File: config.mk
export PLATFORM = sky130hd
export DESIGN_NAME = rms_and_max_error_compare
export DESIGN_NICKNAME = d
export VERILOG_FILES = /design/src/hdl/rmse_pkg.sv /design/src/hdl/rmse_datapath.sv /design/src/hdl/rmse_controller.sv /design/src/hdl/rms_and_max_error_compare.sv
export VERILOG_INCLUDE_DIRS = /design/src /design/src/hdl
export SDC_FILE = /design/constraint.sdc
export NUM_CORES = 2
export LEC_CHECK = 0
export BUFFER_PORTS_ARGS = -buffer_cell sky130_fd_sc_hd__buf_2
export CAP_MARGIN = 20
export CORE_MARGIN = 2
export CORE_UTILIZATION = 30
export DETAILED_ROUTE_END_ITERATION = 8
export PLACE_DENSITY = 0.44
export SETUP_SLACK_MARGIN = 0.5
export SLEW_MARGIN = 5
export SYNTH_ARGS = -nofsm -noshare
export SYNTH_HDL_FRONTEND = slang
export SYNTH_SLANG_ARGS = --single-unit
File: constraint.sdc
create_clock -name clk -period 10.35 [get_ports clk]
set_clock_uncertainty 0.15 [all_clocks]
set_input_delay 0.5175 -clock clk [delete_from_list [all_inputs] [get_ports clk]]
set_output_delay 0.5175 -clock clk [all_outputs]
set_load 0.01 [all_outputs]
File: src/hdl/rms_and_max_error_compare_assert.svh
// assertion macros shared by the rms and max error compare block
`ifndef RMS_AND_MAX_ERROR_COMPARE_ASSERT_SVH
`define RMS_AND_MAX_ERROR_COMPARE_ASSERT_SVH
`ifndef ASSERT_OFF
// antecedent holds, consequent must hold in the same cycle
`define ASSERT_IMPLIES(label, clk, rst_n, ante, cons) \
	label: assert property (@(posedge clk) disable iff (!rst_n) (ante) |-> (cons)) \
		else $error("assertion failed");
// antecedent holds, consequent must hold in the next cycle
`define ASSERT_NEXT(label, clk, rst_n, ante, cons) \
	label: assert property (@(posedge clk) disable iff (!rst_n) (ante) |=> (cons)) \
		else $error("assertion failed");
// condition must never hold
`define ASSERT_NEVER(label, clk, rst_n, cond) \
	label: assert property (@(posedge clk) disable iff (!rst_n) !(cond)) \
		else $error("assertion failed");
`else
`define ASSERT_IMPLIES(label, clk, rst_n, ante, cons)
`define ASSERT_NEXT(label, clk, rst_n, ante, cons)
`define ASSERT_NEVER(label, clk, rst_n, cond)
`endif
`endif

File: src/hdl/rmse_pkg.sv
// types and constants of the rms and max error compare block
package rmse_pkg;

	// defaults of the top level parameters
	localparam int SAMPLE_BITS_DEF = 24;
	localparam int MAX_PAIRS_DEF   = 65536;

	// fixed field widths
	localparam int FIELD_W = 24;
	localparam int COUNT_W = 17;
	localparam int SUM_W   = 64;
	localparam int ROOT_W  = SUM_W / 2;

	// iteration counts of the shared divide and root sequence
	localparam int DIV_STEPS  = SUM_W;
	localparam int ROOT_STEPS = SUM_W / 2;
	localparam int STEP_CNT_W = $clog2(DIV_STEPS);
	localparam logic [STEP_CNT_W-1:0] DIV_LAST  = STEP_CNT_W'(DIV_STEPS - 1);
	localparam logic [STEP_CNT_W-1:0] ROOT_LAST = STEP_CNT_W'(ROOT_STEPS - 1);

	// one input item
	typedef struct packed {
		logic signed [FIELD_W-1:0] sample_a;
		logic signed [FIELD_W-1:0] sample_b;
		logic                      last_item;
	} in_item_t;

	// one result item
	typedef struct packed {
		logic [FIELD_W-1:0] rms_error;
		logic [FIELD_W-1:0] max_error;
		logic [COUNT_W-1:0] pair_count;
		logic               overflow;
	} out_item_t;

	// commands from controller to datapath
	typedef struct packed {
		logic take;
		logic div_load;
		logic div_step;
		logic root_step;
		logic res_load;
	} cmd_t;

	// status from datapath to controller
	typedef struct packed {
		logic last_acc;
		logic out_free;
	} status_t;

endpackage

File: src/hdl/rmse_datapath.sv
// datapath: difference pipeline, accumulators, divide and root unit, result register
`include "rms_and_max_error_compare_assert.svh"
module rmse_datapath #(
	parameter int SAMPLE_BITS = rmse_pkg::SAMPLE_BITS_DEF,
	parameter int MAX_PAIRS   = rmse_pkg::MAX_PAIRS_DEF
) (
	input  logic                clk,
	input  logic                arst_n,
	input  rmse_pkg::in_item_t  sample,
	input  rmse_pkg::cmd_t      cmd,
	output rmse_pkg::status_t   status,
	output logic                result_valid,
	input  logic                result_stall,
	output rmse_pkg::out_item_t result
);
	import rmse_pkg::*;

	localparam int SB = SAMPLE_BITS;
	localparam logic [COUNT_W-1:0] PAIRS_FULL = COUNT_W'(MAX_PAIRS);

	logic signed [SB-1:0] sa_w, sb_w;
	logic signed [SB:0]   diff_w, neg_w, absd_w;
	logic [SB-1:0]        ad_s1, ad_s2;
	logic [2*SB-1:0]      sq_s2;
	logic                 v_s1, v_s2, last_s1, last_s2;

	logic [SUM_W-1:0]   sum_q;
	logic [SUM_W:0]     sum_ext;
	logic [FIELD_W-1:0] max_q;
	logic [COUNT_W-1:0] pairs_q;
	logic               sat_q;

	logic [SUM_W-1:0]   n_q;
	logic [COUNT_W-1:0] drem_q;
	logic [COUNT_W:0]   d_shift, d_diff;
	logic               d_ge;
	logic [ROOT_W+1:0]  srem_q;
	logic [ROOT_W+3:0]  s_shift, s_trial, s_diff;
	logic               s_ge;
	logic [ROOT_W-1:0]  root_q;
	logic [FIELD_W-1:0] root_clamp;

	logic      out_valid_q;
	out_item_t out_q;

	// absolute difference of the low sample bits
	assign sa_w   = sample.sample_a[SB-1:0];
	assign sb_w   = sample.sample_b[SB-1:0];
	assign diff_w = (SB+1)'(sa_w) - (SB+1)'(sb_w);
	assign neg_w  = -diff_w;
	assign absd_w = diff_w[SB] ? neg_w : diff_w;

	// saturating sum
	assign sum_ext = {1'b0, sum_q} + (SUM_W+1)'(sq_s2);

	// one restoring divide step
	assign d_shift = {drem_q, n_q[SUM_W-1]};
	assign d_diff  = d_shift - {1'b0, pairs_q};
	assign d_ge    = d_shift >= {1'b0, pairs_q};

	// one root digit step
	assign s_shift = {srem_q, n_q[SUM_W-1:SUM_W-2]};
	assign s_trial = {2'b00, root_q, 2'b01};
	assign s_diff  = s_shift - s_trial;
	assign s_ge    = s_shift >= s_trial;

	assign root_clamp = (root_q[ROOT_W-1:FIELD_W] != '0) ? '1 : root_q[FIELD_W-1:0];

	// pipeline valids, accumulators and result valid
	always_ff @(posedge clk or negedge arst_n) begin
		if (!arst_n) begin
			v_s1        <= 1'b0;
			v_s2        <= 1'b0;
			sum_q       <= '0;
			max_q       <= '0;
			pairs_q     <= '0;
			sat_q       <= 1'b0;
			out_valid_q <= 1'b0;
		end else begin
			v_s1 <= cmd.take;
			v_s2 <= v_s1;
			if (cmd.res_load) begin
				sum_q   <= '0;
				max_q   <= '0;
				pairs_q <= '0;
				sat_q   <= 1'b0;
			end else if (v_s2) begin
				if (FIELD_W'(ad_s2) > max_q) begin
					max_q <= FIELD_W'(ad_s2);
				end
				if (sum_ext[SUM_W]) begin
					sum_q <= '1;
				end else begin
					sum_q <= sum_ext[SUM_W-1:0];
				end
				if (pairs_q >= PAIRS_FULL) begin
					pairs_q <= PAIRS_FULL;
				end else begin
					pairs_q <= pairs_q + 1'b1;
				end
				// either a full sum or a full count marks the run
				if (sum_ext[SUM_W] || (pairs_q >= PAIRS_FULL)) begin
					sat_q <= 1'b1;
				end
			end
			if (cmd.res_load) begin
				out_valid_q <= 1'b1;
			end else if (!result_stall) begin
				out_valid_q <= 1'b0;
			end
		end
	end

	// payload of pipeline, divide and root unit, result
	always_ff @(posedge clk) begin
		if (cmd.take) begin
			ad_s1   <= absd_w[SB-1:0];
			last_s1 <= sample.last_item;
		end
		ad_s2   <= ad_s1;
		sq_s2   <= ad_s1 * ad_s1;
		last_s2 <= last_s1;
		if (cmd.div_load) begin
			n_q    <= sum_q;
			drem_q <= '0;
			srem_q <= '0;
			root_q <= '0;
		end else if (cmd.div_step) begin
			n_q    <= {n_q[SUM_W-2:0], d_ge};
			drem_q <= d_ge ? d_diff[COUNT_W-1:0] : d_shift[COUNT_W-1:0];
		end else if (cmd.root_step) begin
			n_q    <= {n_q[SUM_W-3:0], 2'b00};
			srem_q <= s_ge ? s_diff[ROOT_W+1:0] : s_shift[ROOT_W+1:0];
			root_q <= {root_q[ROOT_W-2:0], s_ge};
		end
		if (cmd.res_load) begin
			out_q.rms_error  <= root_clamp;
			out_q.max_error  <= max_q;
			out_q.pair_count <= pairs_q;
			out_q.overflow   <= sat_q;
		end
	end

	assign status.last_acc = v_s2 && last_s2;
	assign status.out_free = !out_valid_q || !result_stall;
	assign result_valid    = out_valid_q;
	assign result          = out_q;

	`ASSERT_NEXT(a_clear_after_load, clk, arst_n, cmd.res_load, pairs_q == '0 && sum_q == '0 && !sat_q)
	`ASSERT_NEVER(a_no_item_in_divide, clk, arst_n, v_s2 && (cmd.div_step || cmd.root_step))
	`ASSERT_IMPLIES(a_valid_from_load, clk, arst_n, $rose(out_valid_q), $past(cmd.res_load))

endmodule

File: src/hdl/rmse_controller.sv
// controller: run, drain, load, divide, root and publish sequencing
`include "rms_and_max_error_compare_assert.svh"
module rmse_controller (
	input  logic              clk,
	input  logic              arst_n,
	input  logic              sample_valid,
	input  logic              sample_last,
	output logic              sample_stall,
	input  rmse_pkg::status_t status,
	output rmse_pkg::cmd_t    cmd
);
	import rmse_pkg::*;

	typedef enum logic [2:0] {
		ST_RUN,
		ST_DRAIN,
		ST_LOAD,
		ST_DIVIDE,
		ST_ROOT,
		ST_PUBLISH
	} state_t;

	state_t                state_q;
	logic [STEP_CNT_W-1:0] cnt_q;

	// commands decoded from state
	always_comb begin
		cmd = '0;
		case (state_q)
			ST_RUN:     cmd.take      = sample_valid;
			ST_LOAD:    cmd.div_load  = 1'b1;
			ST_DIVIDE:  cmd.div_step  = 1'b1;
			ST_ROOT:    cmd.root_step = 1'b1;
			ST_PUBLISH: cmd.res_load  = status.out_free;
			default:    cmd = '0;
		endcase
	end

	assign sample_stall = (state_q != ST_RUN);

	// state and step counter
	always_ff @(posedge clk or negedge arst_n) begin
		if (!arst_n) begin
			state_q <= ST_RUN;
			cnt_q   <= '0;
		end else begin
			case (state_q)
				ST_RUN: begin
					if (sample_valid && sample_last) begin
						state_q <= ST_DRAIN;
					end
				end
				ST_DRAIN: begin
					if (status.last_acc) begin
						state_q <= ST_LOAD;
					end
				end
				ST_LOAD: begin
					cnt_q   <= '0;
					state_q <= ST_DIVIDE;
				end
				ST_DIVIDE: begin
					if (cnt_q == DIV_LAST) begin
						cnt_q   <= '0;
						state_q <= ST_ROOT;
					end else begin
						cnt_q <= cnt_q + 1'b1;
					end
				end
				ST_ROOT: begin
					if (cnt_q == ROOT_LAST) begin
						cnt_q   <= '0;
						state_q <= ST_PUBLISH;
					end else begin
						cnt_q <= cnt_q + 1'b1;
					end
				end
				ST_PUBLISH: begin
					if (status.out_free) begin
						state_q <= ST_RUN;
					end
				end
				default: state_q <= ST_RUN;
			endcase
		end
	end

	`ASSERT_IMPLIES(a_load_after_drain, clk, arst_n, cmd.div_load, $past(state_q) == ST_DRAIN)
	`ASSERT_NEXT(a_publish_to_run, clk, arst_n, cmd.res_load, state_q == ST_RUN)
	`ASSERT_IMPLIES(a_root_count, clk, arst_n, state_q == ST_ROOT, cnt_q <= ROOT_LAST)

endmodule

File: src/hdl/rms_and_max_error_compare.sv
// Usage of the rms and max error compare block
//
// Input channel sample: each item carries sample_a, sample_b and last_item.
// Items are taken one per cycle while a run is open. Only the low
// SAMPLE_BITS bits of each sample are used, as two's complement.
// Output channel result: one item per run, after the item marked last, with
// rms_error, max_error, pair_count and overflow.
// Throughput: one pair per cycle within a run. After the last pair the input
// stalls while the two pipeline stages drain, the load step runs, a restoring
// divide of the sum by the count and a digit-by-digit root run, both on one
// shared shift unit, and the result is published.
// A finished result sits in the output register; the next run starts while
// it waits. If result_stall is still high when the following run ends, the
// block holds in its publish state and keeps the input stalled.
// Reset clears the accumulators, the pipeline and result_valid at once.
module rms_and_max_error_compare #(
	parameter int SAMPLE_BITS = rmse_pkg::SAMPLE_BITS_DEF,
	parameter int MAX_PAIRS   = rmse_pkg::MAX_PAIRS_DEF
) (
	input  logic                clk,
	input  logic                arst_n,
	input  logic                sample_valid,
	output logic                sample_stall,
	input  rmse_pkg::in_item_t  sample,
	output logic                result_valid,
	input  logic                result_stall,
	output rmse_pkg::out_item_t result
);
	import rmse_pkg::*;

	cmd_t    cmd;
	status_t status;

	// sequencing
	rmse_controller u_ctrl (
		.clk          (clk),
		.arst_n       (arst_n),
		.sample_valid (sample_valid),
		.sample_last  (sample.last_item),
		.sample_stall (sample_stall),
		.status       (status),
		.cmd          (cmd)
	);

	// arithmetic and result register
	rmse_datapath #(
		.SAMPLE_BITS (SAMPLE_BITS),
		.MAX_PAIRS   (MAX_PAIRS)
	) u_dp (
		.clk          (clk),
		.arst_n       (arst_n),
		.sample       (sample),
		.cmd          (cmd),
		.status       (status),
		.result_valid (result_valid),
		.result_stall (result_stall),
		.result       (result)
	);

endmodule
# Word level (Yosys, flattened, before mapping)
# Index checks and enable logic that the tools add are counted.
# totals
register_bits	429
in_bits	53
word_cells	100
# classes
n_addsub	7
n_mul	1
n_lt_le_gt_ge	4
eq_ne	13
mux	34
bitwise_logic	1
reduce_logical	18
# ops
operator	n
$mux W64	6
$mux W24	4
$mux W17	4
$add A64 B48 Y65	1
$mul A24 B24 Y48	1
$ge A36 B34 Y1	1
$mux W34	1
$sub A34 B34 Y34	1
$sub A24 B24 Y25	1
$gt A24 B24 Y1	1
$neg A24 Y24	1
$ge A18 B17 Y1	1
$pmux W3 S6	1
$pmux W6 S3	1
$add A17 B1 Y17 const B	1
$ge A17 B17 Y1 const B	1
$sub A17 B17 Y17	1
$mux W3	5
$mux W6	2
$mux W1	10
$ne A2 B1 Y1 const B	5
$reduce_bool A3 Y1	3
$reduce_bool A8 Y1	1
$add A6 B1 Y6 const B	1
14 further kinds	23

# Logic depth before layout (Yosys ltp)
# depth
word_depth	5
mapped_depth	28
depth_no_buf	27

# Modules after synthesis
# From an unflattened synthesis, not the netlist that was laid out.
# hier_totals
cells_unflattened	4367
area_unflattened_um2	40611.4
# modules_own_cells
mod	n_inst	cells_per_inst	area_per_inst_um2	seq_area_each_um2
rmse_datapath	1	4292	39954.6	10465.0
rmse_controller	1	75	656.9	225.2

# Worst setup path after synthesis
# Ideal clock, no wire load.
# synth_path
path_kind	reg-to-reg
from	register u_dp.ad_s1[6]
to	register u_dp.sq_s2[41]
setup_time_ps	72
arrival_ps	6854
setup_slack_ps	3274
path_stages_with_launch	29
path_buffers	2
path_cell_list	edfxtp_1 > clkbuf_1 > nand2_1 > inv_1 > fa_1 > inv_1 > fa_1 > inv_1 > fa_1 > inv_1 > fa_1 > inv_1 > fa_1 > fa_1 > inv_1 > fa_1 > inv_1 > ha_1 > clkbuf_1 > a21o_1 > a21o_1 > a21oi_1 > o2111ai_1 > a31oi_1 > o21ai_1 > a311oi_1 > o21bai_1 > a221oi_2 > xnor2_1
# synth_via
elab_chain_cells	1
# synth_lines
element	line_no	source
start: declaration	rmse_datapath.sv:23	logic [SB-1:0] ad_s1, ad_s2;
start signal: assignment	rmse_datapath.sv:117	ad_s1 <= absd_w[SB-1:0];
$mul A24 B24 Y48	rmse_datapath.sv:121	sq_s2 <= ad_s1 * ad_s1;
end signal: assignment	rmse_datapath.sv:121	
end: declaration	rmse_datapath.sv:24	logic [2*SB-1:0] sq_s2;
# Every way passes these cells.
# A chain may end at the register's enable or synchronous reset.

# Final worst setup path
# layout_path
from	register u_dp.ad_s1[3]
to	register u_dp.sq_s2[46]
# Same word-level chain as after synthesis.

==> flow_summary.json <==
{
  "status": "complete, no violations",
  "fin_crit_ps": 8030,
  "drive_gt1_share_pct": 7.14,
  "portBuffers": 120,
  "setup_viol": 0,
  "cts_setup_buffers": 0,
  "yosys_warnings": 0,
  "required_ps": 10740,
  "fin_crit_sh_pct": 77.6,
  "async_flop_share_pct": 27.6,
  "synth_top_flop_cell": "edfxtp_1",
  "io-pin-count": 121,
  "grt_pass1_vias": 30176,
  "dp_hpwl_mm": 78.6,
  "wl_mm": 103,
  "seq_area_frac_synth_pct": 26.5,
  "cts_htree_levels": 2,
  "detail_route.wl_per_cell_um": 16.5,
  "root_buffer": "clkbuf_16",
  "worstPathArrival_ps": 8420,
  "rsz0062_at_grt": "no",
  "ant_nets": 0,
  "end_kind": "flip-flop",
  "worst_pin_slew_ps": 1070,
  "viasPerCell": 4.72,
  "cts_tree": "done",
  "hold_buffers": 3,
  "ctsResizeCount": 0,
  "final_cell_mix": "inv_1 (754), fa_1 (436), nand2_1 (435)",
  "row_count": 134,
  "synthCells": 4376,
  "core_region_area_mm2": 0.134,
  "dieArea_mm2": 0.138,
  "worst_skew_pair.late_latency_ps": 660,
  "dr_total_vias": 29388,
  "gr-usage-all-layers_pct": 15.1,
  "final_common_cell": "inv_1",
  "grt_overflow_total": 0,
  "syn_nets": 5191,
  "relSlewSlack_pct": 26.9,
  "ys_types": 101,
  "grt_max_degree": 112,
  "cts_sinks": 427,
  "drc": 0,
  "die_y_um": 371,
  "dr.pass1.iters": 5,
  "hold_path.class": "flip-flop to flip-flop",
  "nNetsFinal": 5227,
  "cts_made_buffers": 53,
  "initial_core_util_pct": 30.2,
  "synth_area_per_cell_um2": 9.24,
  "synth_edf_count": 155,
  "finalSetupTns_ps": 0,
  "worst-setup-path-type": "flip-flop to flip-flop",
  "cap_viol_max_count": 0,
  "r2r_slack_ps": 2320,
  "antenna_found_initial": 0,
  "drt_iter0_markers": 1336,
  "finalHoldViolCount": 0,
  "netlist_area_mm2": 0.0404,
  "grt_pass1_wl_mm": 168,
  "n_antenna_cell": 0,
  "startpoint_type": "flip-flop",
  "clk_path_buf_depth": 3,
  "area_growth_pct": 10.4,
  "die_width_um": 371,
  "cp_max_fo": 15,
  "drv_slew": 0,
  "max_freq_mhz": 124,
  "ys_ff_latch": 427,
  "clkSlewWorstSetupHoldPaths_ps": 60,
  "gp_congestion": 0.854
}
## routing by layer
layer	up-vias	global-route usage (%)	share of wire, %
met5	-	0	0
li1	14555	-	-
met3	102	1.84	3.1
met1	14315	21.8	50
met2	416	24.1	45
met4	0	3.53	2.1
## worst max-delay path, cell delays in order (launching register included)
cell	delay [ps]
edfxtp_1	660
buf_4	370
nand2_1	160
fa_1	510
inv_1	50
fa_1	530
inv_1	50
fa_1	480
fa_1	520
inv_1	50
fa_1	460
fa_1	540
inv_1	50
fa_1	520
inv_1	40
ha_1	360
a21o_1	200
a21o_1	170
a211oi_1	450
nor3_1	130
o31ai_1	460
a211oi_1	220
nor3_2	210
o21ai_1	150
a211oi_2	250
xnor2_1	140
## cell type report
cell class | count | area (um2)
Timing Repair Buffer | 164 | 945
Multi-Input combinational cell | 3010 | 26200
Tap cell | 1768 | 2210
Clock buffer | 74 | 1480
Clock inverter | 25 | 251
Fill cell | 13877 | 89000
Inverter | 756 | 2840
Sequential cell | 427 | 10700
## cells by family (layout without fill, tap and decap cells)
kind of cell / Yosys count / in the layout / share of synthesized area, %
flops: 427 / 427 / 26.5
buf+inv: 939 / 1019 / 8.89
fa+ha+maj: 762 / 762 / 31.7
simple gates: 1139 / 1139 / 13.6
mux: 77 / 77 / 1.91
compound gates: 857 / 857 / 13.6
xor+xnor: 175 / 175 / 3.87
## flip-flops by register name, indices dropped and copies added, names as in the netlist, 24 cells and up
signal	flops
u_dp.sum_q	64
u_dp.max_q	24
u_dp.root_q	32
u_dp.n_q	64
u_dp.result	66
u_dp.srem_q	34
u_dp.sq_s2	46
u_dp.ad_s2	24
u_dp.ad_s1	24
## worst paths after layout
kind	from	to	cells past startpoint
max in group asynchronous	arst_n	u_dp.sum_q[34]	3
hold / removal	u_dp.last_s1	u_dp.last_s2	0
min in group asynchronous	arst_n	u_ctrl.state_q[1]	2
setup / recovery	u_dp.ad_s1[3]	u_dp.sq_s2[46]	25
setup reg to reg	u_dp.ad_s1[3]	u_dp.sq_s2[46]	25
hold reg to reg	u_dp.last_s1	u_dp.last_s2	0
## through the flow
step	cell area [um2]	hold WS (ps)	util (%)	worst slack (ps)	std cells
2_1_floorplan	40400	71.9	-	3270	4376
3_3_place_gp	42900	178	32.1	2410	6122
3_5_place_dp	42900	179	32.1	2320	6122
4_1_cts	44600	193	33.4	2230	6224
5_1_grt	44600	208	33.4	1700	6224
6_report	44600	192	33.4	2320	6224
## cells in the mapped netlist, drive strengths merged, types with 13 or more instances
cell type	n	area share, %
nor2	196	1.8
and3	28	0.43
buf	39	0.53
nor3	74	0.94
o31ai	19	0.42
or3	16	0.25
xnor2	118	2.6
o21a	14	0.26
clkbuf	144	1.3
nor2b	34	0.53
nand2b	23	0.36
inv	756	7.0
mux2i	76	1.9
fa	436	22
a211oi	53	1.1
dfrtp	118	7.3
a31oi	49	0.84
nand4	37	0.57
ha	326	10
nand3	116	1.4
edfxtp	155	12
and2	134	2.1
o21ai	257	3.2
o211ai	13	0.24
nand2	435	4.0
xor2	57	1.3
a21oi	235	3.0
dfxtp	154	7.6
a21o	91	1.7
Power is left out: the tool's default activity adds up to more than one toggle a clock period on the data nets, which glitch-free logic cannot reach.
